<file path="src/sv/srjl_pkg.sv">
// ----------------------------------------------------------------------------
// srjl_pkg
// Shared constants, codes and types for the sorted range join lookup.
// ----------------------------------------------------------------------------
package srjl_pkg;

   localparam int MAX_RANGES = 1024;
   localparam int ADDR_W     = $clog2(MAX_RANGES);
   localparam int CNT_W      = $clog2(MAX_RANGES + 1);
   localparam int DATA_W     = 32;
   localparam int KIND_W     = 2;

   localparam logic [KIND_W-1:0] KIND_CLEAR  = 2'd0;
   localparam logic [KIND_W-1:0] KIND_APPEND = 2'd1;
   localparam logic [KIND_W-1:0] KIND_PROBE  = 2'd2;
   localparam logic [KIND_W-1:0] KIND_NONE   = 2'd3;

   typedef enum logic [3:0] {
      ST_IDLE  = 4'b0001,
      ST_FETCH = 4'b0010,
      ST_CMP   = 4'b0100,
      ST_DONE  = 4'b1000
   } walk_state_type;

   typedef struct packed {
      logic                     en;
      logic [ADDR_W-1:0]        addr;
      logic signed [DATA_W-1:0] lower;
      logic signed [DATA_W-1:0] upper;
      logic signed [DATA_W-1:0] value;
   } tbl_wr_type;

   typedef struct packed {
      logic signed [DATA_W-1:0] lower;
      logic signed [DATA_W-1:0] upper;
      logic signed [DATA_W-1:0] value;
   } tbl_rd_type;

   typedef struct packed {
      logic                     valid;
      logic signed [DATA_W-1:0] value;
      logic                     found;
   } walk_res_type;

endpackage

</file>
<file path="src/sv/srjl_walk.sv">
// ----------------------------------------------------------------------------
// srjl_walk
// Command sequencer and walk engine: handles clear and append, and for a probe
// steps the walk pointer through the table with a lower and an upper bound comparator.
// ----------------------------------------------------------------------------
module srjl_walk (
   input  logic                               clock,
   input  logic                               reset,
   input  logic                               cmd_valid,
   output logic                               cmd_ready,
   input  logic [srjl_pkg::KIND_W-1:0]        cmd_kind,
   input  logic signed [srjl_pkg::DATA_W-1:0] cmd_lower,
   input  logic signed [srjl_pkg::DATA_W-1:0] cmd_upper,
   input  logic signed [srjl_pkg::DATA_W-1:0] cmd_value,
   input  logic signed [srjl_pkg::DATA_W-1:0] cmd_key,
   input  logic                               use_from_value,
   output srjl_pkg::tbl_wr_type               tbl_wr,
   output logic [srjl_pkg::ADDR_W-1:0]        tbl_rd_addr,
   input  srjl_pkg::tbl_rd_type               tbl_rd,
   output srjl_pkg::walk_res_type             res,
   input  logic                               res_ack
);

   srjl_pkg::walk_state_type state_ff, state_in;
   logic [srjl_pkg::CNT_W-1:0]        count_ff, count_in;
   logic [srjl_pkg::CNT_W-1:0]        ptr_ff, ptr_in;
   logic signed [srjl_pkg::DATA_W-1:0] key_ff, key_in;
   logic signed [srjl_pkg::DATA_W-1:0] rval_ff, rval_in;
   logic                               found_ff, found_in;

   logic cmd_xfer;
   logic below_lower;
   logic below_upper;
   logic [srjl_pkg::DATA_W-1:0] ptr_ext;

   assign cmd_ready   = (state_ff == srjl_pkg::ST_IDLE);
   assign cmd_xfer    = cmd_valid && cmd_ready;
   assign tbl_rd_addr = ptr_ff[srjl_pkg::ADDR_W-1:0];
   assign below_lower = key_ff < tbl_rd.lower;
   assign below_upper = key_ff < tbl_rd.upper;
   assign ptr_ext     = {{(srjl_pkg::DATA_W-srjl_pkg::CNT_W){1'b0}}, ptr_ff};

   always_comb begin
      tbl_wr.en    = cmd_xfer && (cmd_kind == srjl_pkg::KIND_APPEND)
                     && (count_ff < srjl_pkg::CNT_W'(srjl_pkg::MAX_RANGES));
      tbl_wr.addr  = count_ff[srjl_pkg::ADDR_W-1:0];
      tbl_wr.lower = cmd_lower;
      tbl_wr.upper = cmd_upper;
      tbl_wr.value = cmd_value;
   end

   always_comb begin
      state_in = state_ff;
      count_in = count_ff;
      ptr_in   = ptr_ff;
      key_in   = key_ff;
      rval_in  = rval_ff;
      found_in = found_ff;
      unique case (state_ff)
         srjl_pkg::ST_IDLE: begin
            if (cmd_xfer) begin
               unique case (cmd_kind)
                  srjl_pkg::KIND_CLEAR: begin
                     count_in = '0;
                     ptr_in   = '0;
                  end
                  srjl_pkg::KIND_APPEND: begin
                     if (tbl_wr.en) begin
                        count_in = count_ff + 1'b1;
                     end
                  end
                  srjl_pkg::KIND_PROBE: begin
                     key_in   = cmd_key;
                     state_in = srjl_pkg::ST_FETCH;
                  end
                  srjl_pkg::KIND_NONE: begin
                  end
                  default: begin
                  end
               endcase
            end
         end
         srjl_pkg::ST_FETCH: begin
            if (ptr_ff < count_ff) begin
               state_in = srjl_pkg::ST_CMP;
            end else begin
               rval_in  = '0;
               found_in = 1'b0;
               state_in = srjl_pkg::ST_DONE;
            end
         end
         srjl_pkg::ST_CMP: begin
            priority if (below_lower) begin
               rval_in  = '0;
               found_in = 1'b0;
               state_in = srjl_pkg::ST_DONE;
            end else if (below_upper) begin
               rval_in  = use_from_value ? tbl_rd.value : $signed(ptr_ext);
               found_in = 1'b1;
               state_in = srjl_pkg::ST_DONE;
            end else begin
               ptr_in   = ptr_ff + 1'b1;
               state_in = srjl_pkg::ST_FETCH;
            end
         end
         srjl_pkg::ST_DONE: begin
            if (res_ack) begin
               state_in = srjl_pkg::ST_IDLE;
            end
         end
         default: begin
            state_in = srjl_pkg::ST_IDLE;
         end
      endcase
   end

   always_ff @(posedge clock) begin
      if (reset) begin
         state_ff <= srjl_pkg::ST_IDLE;
         count_ff <= '0;
         ptr_ff   <= '0;
      end else begin
         state_ff <= state_in;
         count_ff <= count_in;
         ptr_ff   <= ptr_in;
      end
   end

   always_ff @(posedge clock) begin
      key_ff   <= key_in;
      rval_ff  <= rval_in;
      found_ff <= found_in;
   end

   assign res.valid = (state_ff == srjl_pkg::ST_DONE);
   assign res.value = rval_ff;
   assign res.found = found_ff;

endmodule

</file>
<file path="config.mk">
export PLATFORM = sky130hd
export DESIGN_NAME = srjl_walk
export DESIGN_NICKNAME = d
export VERILOG_FILES = /design/src/sv/srjl_pkg.sv /design/src/sv/srjl_walk.sv
export SDC_FILE = /design/constraint.sdc
export NUM_CORES = 1
export LEC_CHECK = 0
export BUFFER_PORTS_ARGS = -buffer_cell sky130_fd_sc_hd__buf_2
export CORE_AREA = 3 3 148 150
export CTS_CLUSTER_SIZE = 10
export DETAILED_ROUTE_END_ITERATION = 6
export DIE_AREA = 0 0 151 153
export GPL_ROUTABILITY_DRIVEN = 0
export PLACE_DENSITY_LB_ADDON = 0.25
export SLEW_MARGIN = 20
export SYNTH_ARGS = -nofsm -noshare
export SYNTH_HDL_FRONTEND = slang
export SYNTH_SLANG_ARGS = --single-unit
</file>
<file path="constraint.sdc">
create_clock -name clock -period 6.25 [get_ports clock]
set_input_delay 0.9375 -clock clock [delete_from_list [all_inputs] [get_ports clock]]
set_output_delay 0.9375 -clock clock [all_outputs]
set_load 0.02 [all_outputs]
</file>
# Word-level counts from Yosys, hierarchy flattened
# Index checks and enable logic that the tools add are counted.
[classes]
n_addsub = 2
magnitude_cmp = 4
n_eq_ne = 15
n_mux = 23
reduce_logical = 12
[op_table]
columns = ["cell", "n"]
rows = [
  ["$mux 32", 4],
  ["$lt 32x32->1", 2],
  ["$pmux 32 s2", 1],
  ["$mux 11", 5],
  ["$pmux 11 s2", 2],
  ["$mux 4", 6],
  ["$add 11x1->11 const B", 2],
  ["$pmux 4 s4", 1],
  ["$lt 11x11->1", 1],
  ["$lt 11x11->1 const B", 1],
  ["$reduce_and 3->1", 3],
  ["$ne 2x1->1 const B", 4],
  ["$ne 2x2->1 const B", 4],
  ["$reduce_bool 2->1", 3],
  ["$reduce_and 5->1", 1],
  ["$eq 4x1->1 const B", 1],
  ["$eq 4x2->1 const B", 1],
  ["$eq 4x3->1 const B", 1],
  ["$eq 4x4->1 const B", 1],
  ["$reduce_and 4->1", 1],
  ["$logic_and 1x1->1", 3],
  ["$mux 1", 3],
  ["$ne 3x3->1 const B", 1],
  ["$eq 2x1->1 const B", 1],
  ["3 further kinds", 3],
]
[word_totals]
register_bits = 91
elab_cells = 62

# Logic depth before layout (Yosys ltp)
# Gate-level depths: netlist (run 1).
[logic_depth]
word_depth = 6
depth_mapped = 11
mapped_depth_nobuf = 10

# Least setup slack after synthesis (run 1)
# No wires, ideal clock.
[synth_path]
path_kind = "input -> register"
startpoint = "in tbl_rd[63] in the netlist's numbering"
endpoint = "reg found_ff (enable)"
setup_time_ns = 0.467
arrival_time_ns = 4.757
path_slack_ns = 1.027
path_stages = 9
cell_sequence = "inv_1 -> ha_1 -> inv_1 -> or3_1 -> a221oi_1 -> nand2_1 -> a21oi_1 -> a221oi_4 -> nor3_1"
[synth_via]
elab_chain_cells = 3
[synth_lines]
columns = ["element", "line_no", "source"]
rows = [
  ["from (decl)", "srjl_walk.sv:19", "input srjl_pkg::tbl_rd_type tbl_rd,"],
  ["$lt 32x32->1", "srjl_walk.sv:40", "assign below_upper = key_ff < tbl_rd.upper;"],
  ["$ne 3x3->1 (no line)", "-", ""],
  ["$reduce_and 3->1 (no line)", "-", ""],
  ["to (signal assigned)", "srjl_walk.sv:132", "found_ff <= found_in;"],
  ["to (decl)", "srjl_walk.sv:29", "logic found_ff, found_in;"],
]
# Every way passes these cells.
# A chain may end at the register's enable or synchronous reset.

# Worst setup path after layout (run 1)
[layout_path]
startpoint = "in tbl_rd[77] in the netlist's numbering"
endpoint = "reg rval_ff[17] in the netlist's numbering, data pin"
[layout_via]
elab_chain_cells = 3
[layout_lines]
columns = ["element", "line_no", "source"]
rows = [
  ["$lt 32x32->1", "srjl_walk.sv:39", "assign below_lower = key_ff < tbl_rd.lower;"],
  ["$mux 32", "srjl_walk.sv:93", "priority if (below_lower) begin"],
  ["$pmux 32 s2", "srjl_walk.sv:59", "unique case (state_ff)"],
  ["to (signal assigned)", "srjl_walk.sv:131", "rval_ff <= rval_in;"],
  ["to (decl)", "srjl_walk.sv:28", "logic signed [srjl_pkg::DATA_W-1:0] rval_ff, rval_in;"],
]
# Every way passes these cells.

==> qor.csv, run 1 <==
metric,value,unit
outcome,finished clean,
Die Area,23100,um^2
r2r setup slk,2.98,ns
overall die width,151,um
yosys warns,0,
most frequent cells in the layout,"buf_2 (190), inv_1 (85), ha_1 (74)",
"slowest stage delay, CP",0.83,ns
Post-synth ARST share,0,
Worst-path clk slew,0.07,ns
Max Slew Vio Count,0,
DRC viols,0,
Pleak,3.33,nW
P&R area growth vs syn,10.5,%
count of cell types in the netlist,54,
Critical Path Source Type,input pin,
H-tree depth,3,
fin crit period,3.55,ns
Die Y-Extent,153,um
GRT Total Usage,0.134,
postcts setup bufs,0,
CTS Buffer Depth,2,
post-route clock skew,0.00721,ns
"Max FO, Critical Path",21,
core area,20800,um^2
critical path depth in cells,11,
routed len/inst,15.8,um
Crit Path Category,in2reg,
crit-path cells,buf_2 -> inv_1 -> ha_1 -> a21oi_1 -> o21ai_0 -> a41oi_1 -> a21oi_1 -> o21ai_0 -> a21o_1 -> nor2_1 -> and2_1,
n_diodes,0,
Num CTS Buffers,9,
first-pass GRT wire length,24.2,mm
sw power,0.000334,W
clock network power share,0.394,
Power Total,0.00133,W
hold endpoint,count_ff[7],
WL final,15.9,mm
clock latency on the worst-skew pair,0.35,ns
CTS hold repair buffers,0,
"leading cell type in the layout, fill and taps excluded",buf_2,
Worst-Margin Slew,0.989,ns
Rel. slew slack,0.338,
Reg power frac,0.496,
Worst EP required,6.46,ns
Sw Share,0.251,
setup TNS,0,ns
worst r2r dst,rval_ff[17],
total nets after synthesis,954,
starting density of the core,0.303,
"FF+latch count, synth",91,
cell internal pwr,0.000995,W
Min Hold Slack,0.529,ns
initial drt markers,139,
crit path DAT,3.76,ns
sequential share of the synthesized area,0.391,
Ports,383,
initial antenna violation count,1,
remaining antenna violation count,0,
cts repair resizes,0,
Synth Flop Type,edfxtp_1,
combinational share of power,0.110,
Power Dens Cells,190,nW/um^2
clk sinks,91,
period utilization,0.568,
Vias per Instance,4.54,
synthesized instance count,649,
"slowest stage cell, crit path",nor2_1,
RSZ-0062 raised after global routing,false,
# rows,53,
fin nets,1030,
CP top delay family,compound AO/OA/AOI/OAI gates,
largest net degree at the start of global routing,35,
achievable clock frequency,281,MHz
total grt overflow,0,
syn_area_per_cell,9.74,um^2
Setup crit end kind,flop,
final hold violations,0,
DR vias,4558,
First-pass DRT Iterations,4,
reg2reg path depth,9,
Worst Hold Depth,2,
vias in the first global route,4489,
Clock Tree Root,clkbuf_16,
final setup vio count,0,
dpl hpwl,12.7,mm
CTS tree,built,
port buffer count,190,
HP Start,count_ff[7],
"Buf+Inv Stages, Crit Path",2,
count of flip-flops with a built-in enable after synthesis,65,
layout cells sized above 1,0.296,
maximum vdd drop,106,uV
Syn Std Cell Area,6320,um^2
min-delay worst type,reg2reg,
r2r startpoint,key_ff[13],
maxcap violations,0,
-- routing by layer --
layer | share of wire | GRT usage | up-vias
met5 | 0.00044 | 0 | -
met4 | 0.0097 | 0.0298 | 2
met3 | 0.094 | 0.0551 | 23
met2 | 0.43 | 0.202 | 200
met1 | 0.46 | 0.181 | 2057
li1 | - | - | 2276
-- registers in the layout, indices dropped and copies added, names as in the netlist --
register and count:
count_ff 11, rval_ff 32, found_ff 1, key_ff 32, ptr_ff 11, state_ff 4
-- power groups by stage --
stage / Clock (W) / Combinational [W] / Sequential [W]
after floorplan: 0 / 0.000170 / 0.000670
final: 0.000523 / 0.000146 / 0.000659
after detailed placement: 0 / 0.000148 / 0.000673
after global routing: 0.000573 / 0.000170 / 0.000660
after CTS: 0.000549 / 0.000149 / 0.000659
after global placement: 0 / 0.000148 / 0.000673
-- worst register-to-register path: cells and delay by family, from the launching register on --
family	cells	cell delay, ns
fa+ha+maj	1	0.31
flops	1	0.41
compound gates	6	1.35
simple gates	2	1.08
-- cells by family after synthesis --
group / count (synthesis) / synth area share
compound gates: 94 / 0.102
xor+xnor: 9 / 0.0125
fa+ha+maj: 74 / 0.147
buf+inv: 212 / 0.198
flops: 91 / 0.391
mux: 12 / 0.0192
simple gates: 157 / 0.131
-- how the worst max path moves through the flow --
stage                    start     endpoint
floorplan           tbl_rd[63]     found_ff
global placement    tbl_rd[77]  rval_ff[21]
detailed placement  tbl_rd[77]  rval_ff[21]
CTS                 tbl_rd[77]  rval_ff[17]
global route        tbl_rd[75]  rval_ff[28]
finish              tbl_rd[77]  rval_ff[17]
-- cell usage after synthesis, types with 2 or more instances --
library cell	number	area [um^2]
or2_2	2	12.5
xnor2_1	8	70.1
a21o_1	9	67.6
o21a_1	3	22.5
dfxtp_1	26	521
a21oi_1	31	155
buf_6	2	22.5
nand3_1	6	30.0
and3_1	6	37.5
o211ai_1	2	15.0
and4_1	5	43.8
nand2b_1	6	37.5
clkbuf_1	7	26.3
o21ai_0	19	95.1
a2111oi_0	2	17.5
nor2_1	45	169
nor4_1	2	12.5
a211oi_1	4	30.0
nor4b_1	4	35.0
inv_1	85	319
nand2_1	30	113
nor3_1	6	30.0
and2_1	21	131
edfxtp_1	65	1950
ha_1	74	926
or3_1	8	50.1
nand4_1	7	43.8
a31oi_1	7	43.8
nand4b_1	3	26.3
a41oi_1	4	35.0
buf_4	117	878
mux2i_1	11	110
-- through the flow --
stage	cell area (um^2)	setup slack (ns)	std cells	util
finish	6980	2.70	1005	0.335
floorplan	6320	1.03	649	-
CTS	6980	2.51	1005	0.335
global route	6980	2.36	1005	0.335
global placement	6700	2.16	989	0.322
detailed placement	6700	2.16	989	0.322
-- final cells by class --
class	count	area, um^2
Tap cell	275	344
Sequential cell	91	2470
Timing Repair Buffer	192	966
Clock inverter	7	52.6
Multi-Input combinational cell	346	2600
Fill cell	2230	13800
Inverter	85	319
Clock buffer	9	225
Power figures use the tool's default switching activity.
==> run 2: changes to the inputs <==
- CORE_AREA: 3 3 148 150 -> 3 3 146 148
- DIE_AREA: 0 0 151 153 -> 0 0 149 151
- clock period: 6.25 -> 3.1 ns (I/O delays scaled with it)
==> run 2 against run 1 <==
- clock power is 130% higher
- register-to-register slack worse by 2.7 ns
- core utilization is 2.0 points higher
==> qor.csv, run 2 (synthesized netlist as in run 1, its figures left out) <==
metric,value,unit,change
outcome,finished clean,,unchanged
Setup WS pre-CTS,-0.0380,ns,was 2.16 ns
period utilization,0.907,,
cts repair resizes,0,,unchanged
final setup vio count,0,,unchanged
"slowest stage cell, crit path",edfxtp_1,,was nor2_1
CTS tree,built,,unchanged
overall die width,149,um,was 151 um
# rows,52,,was 53
Die Y-Extent,151,um,was 153 um
Ports,383,,unchanged
reg2reg path depth,10,,was 9
vias in the first global route,4536,,"was 4,489"
clock latency on the worst-skew pair,0.34,ns,was 0.35 ns
Power Dens Cells,395,nW/um^2,was 190 nW/um^2
worst r2r dst,rval_ff[30],,was rval_ff[17]
crit path DAT,2.90,ns,was 3.76 ns
Filler Cells Inserted,2090,,"was 2,230"
first-pass GRT wire length,23.5,mm,was 24.2 mm
Min Hold Slack,0.294,ns,was 0.529 ns
crit-path cells,ha_1 -> nand4_1 -> a211oi_1 -> nor3_1 -> o2111a_1 -> a21bo_1 -> a221oi_4 -> buf_12 -> nor3_4 -> buf_12,,was buf_2 -> inv_1 -> ha_1 -> a21oi_1 -> o21ai_0 -> a41oi_1 -> a21oi_1 -> o21ai_0 -> a21o_1 -> nor2_1 -> and2_1
Worst EP required,3.19,ns,was 6.46 ns
RSZ-0062 raised after global routing,false,,unchanged
GRT Total Usage,0.136,,was 0.134
clk sinks,91,,unchanged
Power Total,0.00283,W,was 0.00133 W
Critical Path Source Type,flop,,was input pin
total grt overflow,0,,unchanged
DRC viols,0,,unchanged
port buffer count,190,,unchanged
Clock Tree Root,clkbuf_16,,unchanged
Vias per Instance,4.53,,was 4.54
"slowest stage delay, CP",0.41,ns,was 0.83 ns
Pleak,3.43,nW,was 3.33 nW
"leading cell type in the layout, fill and taps excluded",buf_2,,unchanged
achievable clock frequency,356,MHz,
CTS Buffer Depth,2,,unchanged
Rel. slew slack,0.601,,was 0.338
Setup crit end kind,flop,,unchanged
min-delay worst type,in2reg,,was reg2reg
starting density of the core,0.313,,was 0.303
dpl hpwl,13.3,mm,was 12.7 mm
final hold violations,0,,unchanged
dpl cell area,6840,um^2,was 6700 um^2
CTS hold repair buffers,0,,unchanged
postcts setup bufs,0,,unchanged
H-tree depth,3,,unchanged
P&R area growth vs syn,13.4,%,was 10.5%
Worst Hold Depth,1,,was 2
maxcap violations,0,,unchanged
Crit Path Category,reg2reg,,was in2reg
remaining antenna violation count,0,,unchanged
core area,20200,um^2,"was 20,800 um^2"
Worst-path clk slew,0.07,ns,about the same
layout cells sized above 1,0.316,,was 0.296
crit path from,key_ff[25],,was tbl_rd[77]
final setup margin,0.289,ns,was 2.70 ns
initial drt markers,169,,was 139
routed len/inst,16.2,um,was 15.8 um
setup TNS,0,ns,unchanged
initial antenna violation count,3,,was 1
fin nets,1043,,"was 1,030"
"Max FO, Critical Path",33,,was 21
r2r setup slk,0.29,ns,was 2.98 ns
HP Start,cmd_key[21],,was count_ff[7]
DR vias,4595,,"was 4,558"
most frequent cells in the layout,"buf_2 (190), inv_1 (85), ha_1 (74)",,unchanged
maximum vdd drop,234,uV,was 106 uV
Max Slew Vio Count,0,,unchanged
Worst-Margin Slew,0.598,ns,was 0.989 ns
hold endpoint,key_ff[21],,was count_ff[7]
Largest regs,"key_ff: 32 flops, rval_ff: 32 flops",,unchanged
fin crit period,2.81,ns,
final instance area,7160,um^2,was 6980 um^2
Num CTS Buffers,9,,unchanged
post-route clock skew,0.00794,ns,was 0.00721 ns
largest net degree at the start of global routing,34,,was 35
r2r startpoint,key_ff[25],,was key_ff[13]
most numerous cell on the critical path,buf_12,,
First-pass DRT Iterations,4,,unchanged
Die Area,22500,um^2,"was 23,100 um^2"
WL final,16.4,mm,was 15.9 mm
[run 2: changes by cell type in the layout (fill, tap and decap cells not counted), sizes merged]
| cell | previous run | this run |
|---|---|---|
| buf | 192 | 205 |
| diode | 0 | 1 |
| bufinv | 0 | 2 |
| clkinvlp | 1 | 0 |
| inv | 87 | 86 |
[run 2: how the worst max path moves through the flow]
stage	endpoint	depth (start not counted)
floorplan	found_ff	9
global placement	rval_ff[21]	10
detailed placement	rval_ff[13]	10
CTS	rval_ff[13]	10
global route	rval_ff[1]	10
finish	rval_ff[30]	10
[run 2: power breakdown]
part	total [W]	switching [W]	leakage, nW	internal, W
Combinational	0.000306	0.000154	2.42	0.000152
Sequential	0.00133	0.0000147	0.850	0.00131
Clock	0.00119	0.000488	0.157	0.000706
[run 2: area by class of cell]
type	count	area (um^2)	area share
Clock buffer	9	225	0.0314
Sequential cell	91	2470	0.345
Inverter	85	319	0.0445
Clock inverter	7	91.3	0.0128
Timing Repair Buffer	205	1090	0.152
Multi-Input combinational cell	346	2630	0.367
Antenna cell	1	2.50	0.000349
Tap cell	270	338	0.0472
[run 2: metrics by stage]
step	std cells	util
5_1_grt	1013	0.355
6_report	1014	0.355
3_5_place_dp	997	0.339
2_1_floorplan	649	-
4_1_cts	1013	0.355
3_3_place_gp	997	0.339
[run 2: routing by layer]
layer / vias up / GRT usage / wire, um
met5: - / 0.0273 / 131
met4: 10 / 0.0526 / 357
met3: 43 / 0.0628 / 1550
met2: 198 / 0.215 / 7570
met1: 2045 / 0.161 / 6790
li1: 2299 / - / -
[run 2: worst max-delay path: cells and delay by family (launching register included)]
kind | cells | cell delay [ns]
DFF | 1 | 0.41
AOI/OAI and AO/OA | 4 | 1.13
buffers and inverters | 2 | 0.38
and+or+nand+nor | 3 | 0.30
adders and majority gates | 1 | 0.31
